File: src/rtl/rfp_pkg.sv
package rfp_pkg;

   // Default buffer depth in bytes.
   localparam int MAX_LEN_DEFAULT = 64;

   // Field widths fixed by the interface.
   localparam int SYMBOL_W = 8;
   localparam int RAIL_W   = 7;
   localparam int CSR_IDX_W = 1;
   localparam int CSR_DATA_W = RAIL_W;

   // Zig-zag step and next-position widths (twice the rail count, plus one carry bit).
   localparam int STEP_W = RAIL_W + 1;
   localparam int NEXT_W = STEP_W + 1;

   // Configuration register indexes.
   localparam logic [CSR_IDX_W-1:0] CSR_RAIL_COUNT   = 1'b0;
   localparam logic [CSR_IDX_W-1:0] CSR_DECRYPT_MODE = 1'b1;

   // Reset values of the configuration registers.
   localparam logic [RAIL_W-1:0] RAIL_COUNT_RESET = 7'd3;

   typedef struct packed {
      logic [SYMBOL_W-1:0] symbol;
      logic                final_byte;
   } req_data_type;

   typedef struct packed {
      logic [SYMBOL_W-1:0] out_symbol;
      logic                out_last;
      logic                overflow;
   } rsp_data_type;

   // Commands from the controller to the datapath.
   typedef struct packed {
      logic load;
      logic walk_init;
      logic walk_step;
      logic idx_clear;
      logic emit_step;
   } cmd_type;

   // Status from the datapath to the controller.
   typedef struct packed {
      logic idx_last;
   } status_type;

endpackage

File: src/rtl/rfp_ctrl.sv
module rfp_ctrl (
   input  logic                clock,
   input  logic                reset,
   input  logic                start,
   input  logic                final_byte,
   input  rfp_pkg::status_type status,
   output rfp_pkg::cmd_type    cmd,
   output logic                busy
);

   typedef enum logic [3:0] {
      ST_IDLE  = 4'b0001,
      ST_WALK  = 4'b0010,
      ST_FLUSH = 4'b0100,
      ST_EMIT  = 4'b1000
   } state_type;

   state_type state_ff;
   state_type state_in;

   // Next state and commands.
   always_comb begin
      state_in = state_ff;
      cmd      = '0;
      case (state_ff)
         ST_IDLE: begin
            if (start) begin
               cmd.load = 1'b1;
               if (final_byte) begin
                  cmd.walk_init = 1'b1;
                  state_in      = ST_WALK;
               end
            end
         end
         ST_WALK: begin
            cmd.walk_step = 1'b1;
            if (status.idx_last) begin
               state_in = ST_FLUSH;
            end
         end
         ST_FLUSH: begin
            // The last permuted byte lands in the result buffer this cycle.
            cmd.idx_clear = 1'b1;
            state_in      = ST_EMIT;
         end
         ST_EMIT: begin
            cmd.emit_step = 1'b1;
            if (status.idx_last) begin
               state_in = ST_IDLE;
            end
         end
         default: begin
            state_in = ST_IDLE;
         end
      endcase
   end

   assign busy = (state_ff != ST_IDLE);

   always_ff @(posedge clock) begin
      if (reset) begin
         state_ff <= ST_IDLE;
      end else begin
         state_ff <= state_in;
      end
   end

`ifndef SYNTHESIS
   // A byte is taken only when the controller is idle.
   assert property (@(posedge clock) disable iff (reset)
      cmd.load |-> (state_ff == ST_IDLE))
      else $error("load outside idle");

   // The end of every walk is followed by the flush state and then by emission.
   assert property (@(posedge clock) disable iff (reset)
      (cmd.walk_step && status.idx_last) |=> cmd.idx_clear ##1 cmd.emit_step)
      else $error("walk not followed by flush and emission");

   // The controller is busy once the final byte has been taken.
   assert property (@(posedge clock) disable iff (reset)
      (cmd.load && final_byte) |=> busy)
      else $error("not busy after final byte");
`endif

endmodule

File: src/rtl/rfp_datapath.sv
module rfp_datapath #(
   parameter int MAX_LEN = rfp_pkg::MAX_LEN_DEFAULT
) (
   input  logic                               clock,
   input  logic                               reset,
   input  rfp_pkg::cmd_type                   cmd,
   output rfp_pkg::status_type                status,
   input  rfp_pkg::req_data_type              req_data,
   input  logic                               csr_write_en,
   input  logic [rfp_pkg::CSR_IDX_W-1:0]      csr_index,
   input  logic [rfp_pkg::CSR_DATA_W-1:0]     csr_wdata,
   output logic                               rsp_valid,
   output rfp_pkg::rsp_data_type              rsp_data
);

   localparam int AW = (MAX_LEN > 1) ? $clog2(MAX_LEN) : 1;
   localparam int CW = $clog2(MAX_LEN + 1);
   localparam int RW = rfp_pkg::RAIL_W;
   localparam int SW = rfp_pkg::STEP_W;
   localparam int NW = rfp_pkg::NEXT_W;

   // Message buffer and result buffer.
   logic [rfp_pkg::SYMBOL_W-1:0] msg_mem [MAX_LEN];
   logic [rfp_pkg::SYMBOL_W-1:0] res_mem [MAX_LEN];

   logic [RW-1:0]  rail_count_ff, rail_count_in;
   logic           decrypt_ff, decrypt_in;
   logic [CW-1:0]  count_ff, count_in;
   logic           dropped_ff, dropped_in;
   logic [AW-1:0]  idx_ff, idx_in;
   logic [AW-1:0]  rail_ff, rail_in;
   logic [AW-1:0]  pos_ff, pos_in;
   logic           phase_ff, phase_in;
   logic           wr_pend_ff, wr_pend_in;
   logic [AW-1:0]  wr_addr_ff, wr_addr_in;
   logic [rfp_pkg::SYMBOL_W-1:0] msg_rd_ff;
   logic           rsp_valid_ff, rsp_valid_in;
   rfp_pkg::rsp_data_type rsp_data_ff;

   logic           room;
   logic           single_rail;
   logic           edge_rail;
   logic [SW-1:0]  period;
   logic [SW-1:0]  twice_rail;
   logic [SW-1:0]  step;
   logic [NW-1:0]  next_pos;
   logic [AW-1:0]  msg_rd_addr;

   assign room            = (count_ff < CW'(MAX_LEN));
   assign status.idx_last = ((CW'(idx_ff) + CW'(1)) == count_ff);

   // Configuration registers.
   always_comb begin
      rail_count_in = rail_count_ff;
      decrypt_in    = decrypt_ff;
      if (csr_write_en) begin
         case (csr_index)
            rfp_pkg::CSR_RAIL_COUNT:   rail_count_in = csr_wdata;
            rfp_pkg::CSR_DECRYPT_MODE: decrypt_in    = csr_wdata[0];
            default: begin
            end
         endcase
      end
   end

   // Byte count and drop flag; both clear once the last result goes out.
   always_comb begin
      count_in   = count_ff;
      dropped_in = dropped_ff;
      if (cmd.load) begin
         if (room) begin
            count_in = count_ff + CW'(1);
         end else begin
            dropped_in = 1'b1;
         end
      end else if (cmd.emit_step && status.idx_last) begin
         count_in   = '0;
         dropped_in = 1'b0;
      end
   end

   // Zig-zag walker. Rails 0 and R-1 step by the full period 2(R-1);
   // a middle rail r alternates 2(R-1)-2r and 2r. Zero or one rail steps by one.
   assign single_rail = (rail_count_ff < RW'(2));
   assign edge_rail   = (rail_ff == '0) || (RW'(rail_ff) == (rail_count_ff - RW'(1)));
   assign period      = {rail_count_ff - RW'(1), 1'b0};
   assign twice_rail  = SW'({rail_ff, 1'b0});

   always_comb begin
      if (single_rail) begin
         step = SW'(1);
      end else if (edge_rail) begin
         step = period;
      end else if (phase_ff) begin
         step = twice_rail;
      end else begin
         step = period - twice_rail;
      end
   end

   assign next_pos = NW'(pos_ff) + NW'(step);

   always_comb begin
      rail_in  = rail_ff;
      pos_in   = pos_ff;
      phase_in = phase_ff;
      idx_in   = idx_ff;
      if (cmd.walk_init) begin
         rail_in  = '0;
         pos_in   = '0;
         phase_in = 1'b0;
         idx_in   = '0;
      end else if (cmd.walk_step) begin
         idx_in = idx_ff + AW'(1);
         if (next_pos < NW'(count_ff)) begin
            pos_in   = next_pos[AW-1:0];
            phase_in = ~phase_ff;
         end else begin
            // Current rail is exhausted: start the next rail at its own index.
            rail_in  = rail_ff + AW'(1);
            pos_in   = rail_ff + AW'(1);
            phase_in = 1'b0;
         end
      end else if (cmd.idx_clear) begin
         idx_in = '0;
      end else if (cmd.emit_step) begin
         idx_in = idx_ff + AW'(1);
      end
   end

   // Encrypt gathers from the rail order; decrypt scatters into it.
   assign msg_rd_addr = decrypt_ff ? idx_ff : pos_ff;
   assign wr_pend_in  = cmd.walk_step;
   assign wr_addr_in  = decrypt_ff ? pos_ff : idx_ff;

   assign rsp_valid_in = cmd.emit_step;

   // Message buffer: one write port for loading, one registered read port for the walk.
   always_ff @(posedge clock) begin
      if (cmd.load && room) begin
         msg_mem[count_ff[AW-1:0]] <= req_data.symbol;
      end
      msg_rd_ff <= msg_mem[msg_rd_addr];
   end

   // Result buffer: written in the cycle after each walk step, read in position order.
   always_ff @(posedge clock) begin
      if (wr_pend_ff) begin
         res_mem[wr_addr_ff] <= msg_rd_ff;
      end
      if (cmd.emit_step) begin
         rsp_data_ff.out_symbol <= res_mem[idx_ff];
         rsp_data_ff.out_last   <= status.idx_last;
         rsp_data_ff.overflow   <= dropped_ff;
      end
   end

   // Walker and address registers.
   always_ff @(posedge clock) begin
      rail_ff    <= rail_in;
      pos_ff     <= pos_in;
      phase_ff   <= phase_in;
      idx_ff     <= idx_in;
      wr_addr_ff <= wr_addr_in;
   end

   // Control registers.
   always_ff @(posedge clock) begin
      if (reset) begin
         rail_count_ff <= rfp_pkg::RAIL_COUNT_RESET;
         decrypt_ff    <= 1'b0;
         count_ff      <= '0;
         dropped_ff    <= 1'b0;
         wr_pend_ff    <= 1'b0;
         rsp_valid_ff  <= 1'b0;
      end else begin
         rail_count_ff <= rail_count_in;
         decrypt_ff    <= decrypt_in;
         count_ff      <= count_in;
         dropped_ff    <= dropped_in;
         wr_pend_ff    <= wr_pend_in;
         rsp_valid_ff  <= rsp_valid_in;
      end
   end

   assign rsp_valid = rsp_valid_ff;
   assign rsp_data  = rsp_data_ff;

`ifndef SYNTHESIS
   // The stored byte count never exceeds the buffer depth.
   assert property (@(posedge clock) disable iff (reset)
      count_ff <= CW'(MAX_LEN))
      else $error("byte count beyond buffer depth");

   // The walker only visits positions of the stored message.
   assert property (@(posedge clock) disable iff (reset)
      cmd.walk_step |-> (CW'(pos_ff) < count_ff))
      else $error("walker outside message");

   // The final result clears the message state.
   assert property (@(posedge clock) disable iff (reset)
      (cmd.emit_step && status.idx_last) |=> (count_ff == '0) && !dropped_ff)
      else $error("message state not cleared after emission");

   // The result marked last ends the burst.
   assert property (@(posedge clock) disable iff (reset)
      (rsp_valid_ff && rsp_data_ff.out_last) |=> !rsp_valid_ff)
      else $error("result after last of message");
`endif

endmodule

File: src/rtl/rail_fence_permuter_core.sv
// Channel   Ports                                  Transfer when
// ------    -----                                  -------------
// request   start, busy, req_data                  start high and busy low
// result    rsp_valid, rsp_data                    rsp_valid high (one cycle, no stall)
// config    csr_write_en, csr_index, csr_wdata     csr_write_en high
//
// Bytes load at one per cycle while busy is low. The byte flagged final starts the
// permutation: the zig-zag walk reads each byte (one message buffer read per cycle),
// a flush state completes the last result write, and then the results stream out.
// Busy thus stays high from the final byte until the last result is sent.
// Reset is synchronous and active high; rails return to three, encrypt mode.
// Results cannot be stalled; each is shown for exactly one cycle.
module rail_fence_permuter_core #(
   parameter int MAX_LEN = rfp_pkg::MAX_LEN_DEFAULT
) (
   input  logic                           clock,
   input  logic                           reset,
   input  logic                           start,
   output logic                           busy,
   input  rfp_pkg::req_data_type          req_data,
   output logic                           rsp_valid,
   output rfp_pkg::rsp_data_type          rsp_data,
   input  logic                           csr_write_en,
   input  logic [rfp_pkg::CSR_IDX_W-1:0]  csr_index,
   input  logic [rfp_pkg::CSR_DATA_W-1:0] csr_wdata
);

   rfp_pkg::cmd_type    cmd;
   rfp_pkg::status_type status;

   // Sequencer.
   rfp_ctrl u_ctrl (
      .clock      (clock),
      .reset      (reset),
      .start      (start),
      .final_byte (req_data.final_byte),
      .status     (status),
      .cmd        (cmd),
      .busy       (busy)
   );

   // Buffers, walker and result register.
   rfp_datapath #(
      .MAX_LEN (MAX_LEN)
   ) u_datapath (
      .clock        (clock),
      .reset        (reset),
      .cmd          (cmd),
      .status       (status),
      .req_data     (req_data),
      .csr_write_en (csr_write_en),
      .csr_index    (csr_index),
      .csr_wdata    (csr_wdata),
      .rsp_valid    (rsp_valid),
      .rsp_data     (rsp_data)
   );

endmodule

File: config.mk
export PLATFORM = sky130hd
export DESIGN_NAME = rail_fence_permuter_core
export DESIGN_NICKNAME = d
export VERILOG_FILES = /design/src/rtl/rfp_pkg.sv /design/src/rtl/rfp_ctrl.sv /design/src/rtl/rfp_datapath.sv /design/src/rtl/rail_fence_permuter_core.sv
export SDC_FILE = /design/constraint.sdc
export NUM_CORES = 1
export LEC_CHECK = 0
export ABC_AREA = 1
export BUFFER_PORTS_ARGS = -buffer_cell sky130_fd_sc_hd__buf_2
export CORE_MARGIN = 2
export CORE_UTILIZATION = 57
export DETAILED_ROUTE_END_ITERATION = 16
export PLACE_DENSITY = 0.76
export SLEW_MARGIN = 20
export SYNTH_ARGS = -nofsm -noshare
export SYNTH_HDL_FRONTEND = slang
export SYNTH_SLANG_ARGS = --single-unit
File: constraint.sdc
create_clock -name clock -period 4.5 [get_ports clock]
set_input_delay 0.45 -clock clock [delete_from_list [all_inputs] [get_ports clock]]
set_output_delay 0.45 -clock clock [all_outputs]
set_load 0.1 [all_outputs]
# Word-level counts from Yosys, hierarchy flattened

Memory sizes are Yosys's and may differ from the RTL's. A register that Yosys moved wholly into a read port is not among the register bits.
Index checks and enable logic that the tools add are counted.

$add $sub $neg: 7
Reduce and logical (&&, ||, !) cells: 12
Bitwise logic cells: 3
Multiplexer cells: 31
Div/mod/pow operators: 0
Multipliers: 0
Eq/ne operators: 13
$lt $le $gt $ge: 3
Shift operators: 0

Operators with widths:

| cell                                                 | number |
|---|---|
| 2-to-1 mux 6 bit                                     | 6 |
| 2-to-1 mux 8 bit                                     | 3 |
| 2-to-1 mux 7 bit                                     | 3 |
| 2-to-1 mux 4 bit                                     | 4 |
| one-hot mux 4 bit (4 select lines)                   | 1 |
| adder 6 x 1 -> 6 bit (second input constant)         | 2 |
| 2-to-1 mux 1 bit                                     | 12 |
| AND reduction 2 bit                                  | 5 |
| adder 6 x 8 -> 9 bit                                 | 1 |
| < comparator 9 x 7 -> 1 bit                          | 1 |
| != test 2 bit (second input constant)                | 4 |
| subtractor 8 x 7 -> 8 bit                            | 1 |
| adder 6 x 1 -> 7 bit (second input constant)         | 1 |
| adder 7 x 1 -> 7 bit (second input constant)         | 1 |
| equality test 6 x 7 -> 1 bit                         | 1 |
| equality test 7 bit                                  | 1 |
| < comparator 7 x 2 -> 1 bit (second input constant)  | 1 |
| < comparator 7 bit (second input constant)           | 1 |
| subtractor 7 x 1 -> 7 bit (second input constant)    | 1 |
| zero test 6 bit                                      | 1 |
| equality test 4 x 1 -> 1 bit (second input constant) | 1 |
| equality test 4 x 2 -> 1 bit (second input constant) | 1 |
| equality test 4 x 3 -> 1 bit (second input constant) | 1 |
| equality test 4 bit (second input constant)          | 1 |
| other kinds (9)                                      | 14 |

Bits of input ports: 21
Bits in registers: 49
RAM bits: 1024
Memories kept: 2
Memory bits (read-only): 0
Latch bits: 0

Memories:

| name               | depth | bits a word | read ports | clocked after memory_dff | wr ports | line               | text |
|---|---|---|---|---|---|---|---|
| u_datapath.msg_mem | 64    | 8           | 1          | 1                        | 1        | rfp_datapath.sv:23 | `logic [rfp_pkg::SYMBOL_W-1:0] msg_mem [MAX_LEN];` |
| u_datapath.res_mem | 64    | 8           | 1          | 1                        | 1        | rfp_datapath.sv:24 | `logic [rfp_pkg::SYMBOL_W-1:0] res_mem [MAX_LEN];` |

# Longest topological paths before layout

Depth after elaboration: 9
Mapped depth: 32
Mapped depth without buffers: 32

# Modules after synthesis

A second synthesis with hierarchy kept.

Cell total of the unflattened synthesis: 3557
Area total of the unflattened synthesis: 44277.5 µm²

Modules (own cells, without submodules):

| module       | cells an instance | times used | area an instance (µm²) | seq. area each (µm²) |
|---|---|---|---|---|
| rfp_datapath | 3516              | 1          | 43998.4                | 32070.8 |
| rfp_ctrl     | 41                | 1          | 279.0                  | 80.1 |

# Worst setup path after synthesis

No wires, ideal clock.

Kind: reg-to-reg
From: register u_datapath.rail_count_ff[0]
To: register u_datapath.rail_ff[4]
Setup slack: 0.284 ns
Setup time: 0.122 ns
Arrival: 4.094 ns
Stages on the path, launching flop included: 29
Required time: 4.378 ns
Path through: dfxtp_1 > inv_1 > ha_1 > inv_1 > nor3_1 > xor2_1 > ha_1 > nand2_1 > nor3_2 > nand3_2 > nand2_4 > inv_2 > o21ai_0 > a21oi_1 > fa_1 > nand3_1 > nand3_1 > nand2_1 > nand2_1 > a21oi_1 > xor2_1 > inv_1 > ha_1 > a21oi_1 > nand3_4 > nand2_4 > nand2_1 > nand2_1 > a21oi_2

Word-level cells in the longest chain between the ends: 9

Ends and longest elaborated chain:

| element                                                                          | line                                   | text |
|---|---|---|
| from (decl)                                                                      | rfp_datapath.sv:26                     | `logic [RW-1:0] rail_count_ff, rail_count_in;` |
| from (signal assigned)                                                           | rfp_datapath.sv:170                    | `rail_count_ff <= rfp_pkg::RAIL_COUNT_RESET;` |
| from (signal assigned)                                                           | rfp_datapath.sv:177                    | `rail_count_ff <= rail_count_in;` |
| subtractor 7 x 1 -> 7 bit                                                        | rfp_datapath.sv:85, rfp_datapath.sv:86 |  |
| subtractor 8 x 7 -> 8 bit / equality test 6 x 7 -> 1 bit (equally long branches) | rfp_datapath.sv:97, rfp_datapath.sv:85 |  |
| 2-to-1 mux 8 bit / logical OR 1 bit (equally long branches)                      | rfp_datapath.sv:94, rfp_datapath.sv:85 |  |
| 2-to-1 mux 8 bit                                                                 | rfp_datapath.sv:92                     | `end else if (edge_rail) begin` |
| 2-to-1 mux 8 bit (*)                                                             | rfp_datapath.sv:90                     | `if (single_rail) begin` |
| adder 6 x 8 -> 9 bit (*)                                                         | rfp_datapath.sv:101                    | `assign next_pos = NW'(pos_ff) + NW'(step);` |
| < comparator 9 x 7 -> 1 bit (*)                                                  | rfp_datapath.sv:115                    | `if (next_pos < NW'(count_ff)) begin` |
| NOT 1 bit (no line) (*)                                                          | n/a                                    |  |
| AND reduction 2 bit (no line) (*)                                                | n/a                                    |  |
| to (signal assigned)                                                             | rfp_datapath.sv:160                    | `rail_ff <= rail_in;` |
| to (decl)                                                                        | rfp_datapath.sv:31                     | `logic [AW-1:0] rail_ff, rail_in;` |

Every way passes the cells marked *; elsewhere a longest branch is shown, timed or not.
A chain may end at the register's enable or synchronous reset.

# Worst setup path after layout

From: register u_datapath.rail_count_ff[1]
To: register u_datapath.rail_ff[4]

The elaborated chain is that of the path after synthesis.

==> impl_metrics.toml <==
[detailed_routing]
drc_errors = 0
vias_per_cell = 6.27
drt_first_pass_iters = 6
drtAntennaViolNets = 0
post_drt_wl_per_cell_um = 23.1
dr_total_vias = 29456
wirelength_um = 109000
drt_iter0_drc = 3939

[synthesis]
synth_edf_count = 1034
synth.cell_area_mm2 = 0.0443
yosys.area.top_type = "edfxtp_1"
synth-compound-area-share = 0.133
ys.flop_type = "edfxtp_1"
yosysMostFrequentCell = "edfxtp_1"
syn_inst = 3592
syn_nets = 3638
yosysUniqueCellTypes = 45
synth_mux_area_frac = 0
ys_seq_elements = 1089
synthSimpleGateAreaFrac = 0.0976
yosysSeqAreaShare = 0.726
synthTopCellsByCount = "edfxtp_1 (1034), nor2_1 (777), o21ai_0 (624)"
netlist.area_leader.share = 0.701
synthArstFlopShare = 0
synth.area.top_cells = "edfxtp_1 (70%), o21ai_0 (7.1%), nor2_1 (6.6%)"
synth.avg_cell_area_um2 = 12.3
synth_xor_area_frac = 0.00435
yosysWarnings = 0
synth_top_family_by_area = "compound AO/OA/AOI/OAI gates"
synthAdderAreaFrac = 0.00740

[cells_and_area]
area_growth_pct = 10.9
n_fill_cell = 5502
stdcell_count = 4699
finalNetCount = 3619
utilization = 0.636
antenna_cells = 0
drive_above_1_share = 0.0957

[sta]
tightest_slew_ns = 0.980
skew_ns = 0.0219
fmax_mhz = 229
layout_min_cycle_time_ns = 4.36
setup_viol = 0
drv_slew = 0
tns_ns = 0
post-route-period-util = 0.969
timing.slew.headroom = 0.344
hold_viol_final = 0
holdWs_ns = 0.0385

[die]
io_pins = 33
die_y_um = 283
dieArea_mm2 = 0.0800
num_rows = 102
core_area_mm2 = 0.0772
fp.dieW_um = 283
start_util = 0.574

[power]
internal_power_w = 0.0179
swShare = 0.270
power.density_mw_per_mm2 = 498
seq_power_share = 0.490
power.leakage_nw = 15.9
power_w = 0.0245
p_comb_frac = 0.151
ir_drop_mv = 0.424
p_switching_w = 0.00660
power.share.clock = 0.359

[cts]
cts-root-buf = "clkbuf_16"
insertion_delay_ns = 0.68
cts_htree_levels = 3
cts_buffers = 106
clk_pin_slew_ns = 0.06
cts_sinks = 1089
cts_tree = "yes"
cts_buffer_depth = 3
cts-hold-fix-buffers = 0

[place]
hpwl_um = 62700
io_buffers = 32
dp_cells = 4496
place_congestion = 0.890

[setup_path]
r2r_cells = 30
max_stage_delay_ns = 0.36
path_class = "reg2reg"
worst-endpoint-arrival_ns = 4.90
setup.worst_path.end = "u_datapath.rail_ff[4]"
endpoint_kind = "flip-flop"
r2r-start = "u_datapath.rail_count_ff[1]"
required_ns = 5.04
ff2ff_setup_slack_ns = 0.14
crit_fanout = 8
cpMostUsedCell = "nand2_1"
cp-start-kind = "flip-flop"
r2r-end = "u_datapath.rail_ff[4]"
crit_slowest_cell = "dfxtp_4"
crit_start = "u_datapath.rail_count_ff[1]"

[job]
max_cap_viol_count = 0

[min_path]
hp-class = "in2reg"

[global_routing]
antenna_found_initial = 1
grt_max_degree = 108
overflow = 0
grt_pass1_vias = 27701
grt_pass1_wl_um = 164000
grtUsageTotal = 0.270

[status]
status = "finished, final reports clean"
-- state kept, by name, summed over array words and instances, names as in the netlist --
name,count
u_datapath.pos_ff,6
u_datapath.msg_mem,512
u_datapath.rsp_data,10
u_datapath.wr_addr_ff,6
u_datapath.count_ff,7
u_datapath.dropped_ff,1
u_datapath.wr_pend_ff,1
u_datapath.rail_ff,6
u_datapath.rail_count_ff,7
u_datapath.rsp_valid,1
u_ctrl.state_ff,4
u_datapath.decrypt_ff,1
u_datapath.phase_ff,1
u_datapath.idx_ff,6
u_datapath.res_mem,512
u_datapath.msg_rd_ff,8
-- worst max-delay path: cells and delay by family, from the launching register on --
family	cells	cell delay [ns]
simple gates	15	1.60
fa+ha+maj	4	1.10
compound gates	4	0.46
buf+inv	5	0.40
flops	1	0.36
xor+xnor	2	0.31
-- power by group through the flow --
stage               Sequential (W)  Combinational [W]  Clock (W)
finish                      0.0120            0.00369    0.00877
global route                0.0120            0.00402    0.00919
CTS                         0.0120            0.00349    0.00880
detailed placement          0.0122            0.00343          0
global placement            0.0122            0.00334          0
floorplan                   0.0125            0.00186          0
-- cell type report --
class                   count  area [µm²]  share of cell area
repair buffers            107         816              0.0166
inverters                 107         419             0.00854
clock buffers             141        3020              0.0615
flip-flops and latches   1089       32200               0.655
multi-input cells        2162       10900               0.222
clock inverters            53         448             0.00912
well taps                1040        1300              0.0265
-- what timing repair did --
| item | in CTS | in global routing |
|---|---|---|
| pin swaps | 2 | 18 |
| endpoints found under the setup margin | 13 | 13 |
| resized for setup | 3 | 38 |
| setup buffers | 2 | 7 |
-- metrics by stage --
step / worst slack [ns] / cell area, µm²
detailed placement: -0.215 / 45400
global route: -0.0661 / 49100
floorplan: 0.284 / 44300
CTS: 0.0584 / 48900
global placement: -0.110 / 45400
finish: 0.139 / 49100
-- worst min-delay path by stage --
stage	cells after the start	slack, ns	end	from
floorplan	0	0.41	u_datapath.rsp_data[0]	u_datapath.dropped_ff
detailed placement	0	0.45	u_datapath.rsp_data[0]	u_datapath.dropped_ff
CTS	3	0.02	u_datapath.rail_count_ff[1]	csr_wdata[1]
global route	3	0.05	u_datapath.rail_count_ff[1]	csr_wdata[1]
global placement	2	0.47	u_datapath.dropped_ff	u_datapath.dropped_ff
finish	3	0.04	u_datapath.rail_count_ff[1]	csr_wdata[1]
-- layout by cell type, fill, tap and decap left out, types with 9 or more instances in the layout --
cell	Yosys	final
buf_2	61	30
o21ai_0	624	621
o22ai_1	246	246
xor2_1	17	16
clkinv_2	0	22
inv_1	101	95
nand3_1	79	75
nand4_1	15	15
edfxtp_1	1034	1034
buf_4	10	70
dfxtp_2	0	9
o211ai_1	38	38
clkbuf_16	0	112
o21ai_1	19	17
clkinv_1	1	16
nor3_1	14	12
nor2_1	777	777
o221ai_1	49	49
nand2_1	158	155
clkbuf_1	155	18
clkbuf_8	0	11
ha_1	23	19
a21oi_1	47	42
dfxtp_1	55	41
-- metal layers --
metal | track usage | vias up | routed length (µm)
li1 | - | 13192 | -
met1 | 0.367 | 14284 | 41800
met2 | 0.435 | 1683 | 52000
met3 | 0.0468 | 295 | 10400
met4 | 0.109 | 2 | 4500
met5 | 0 | - | 13
-- cell families (layout without fill, tap and decap cells) --
| family | Yosys count | in the layout |
|---|---|---|
| AO/OA/AOI/OAI | 1044 | 1044 |
| XOR/XNOR | 22 | 22 |
| adder cells (fa/ha/maj) | 25 | 25 |
| flip-flops | 1089 | 1089 |
| buffers and inverters | 341 | 408 |
| AND/OR/NAND/NOR | 1071 | 1071 |
Power figures use the tool's default switching activity.
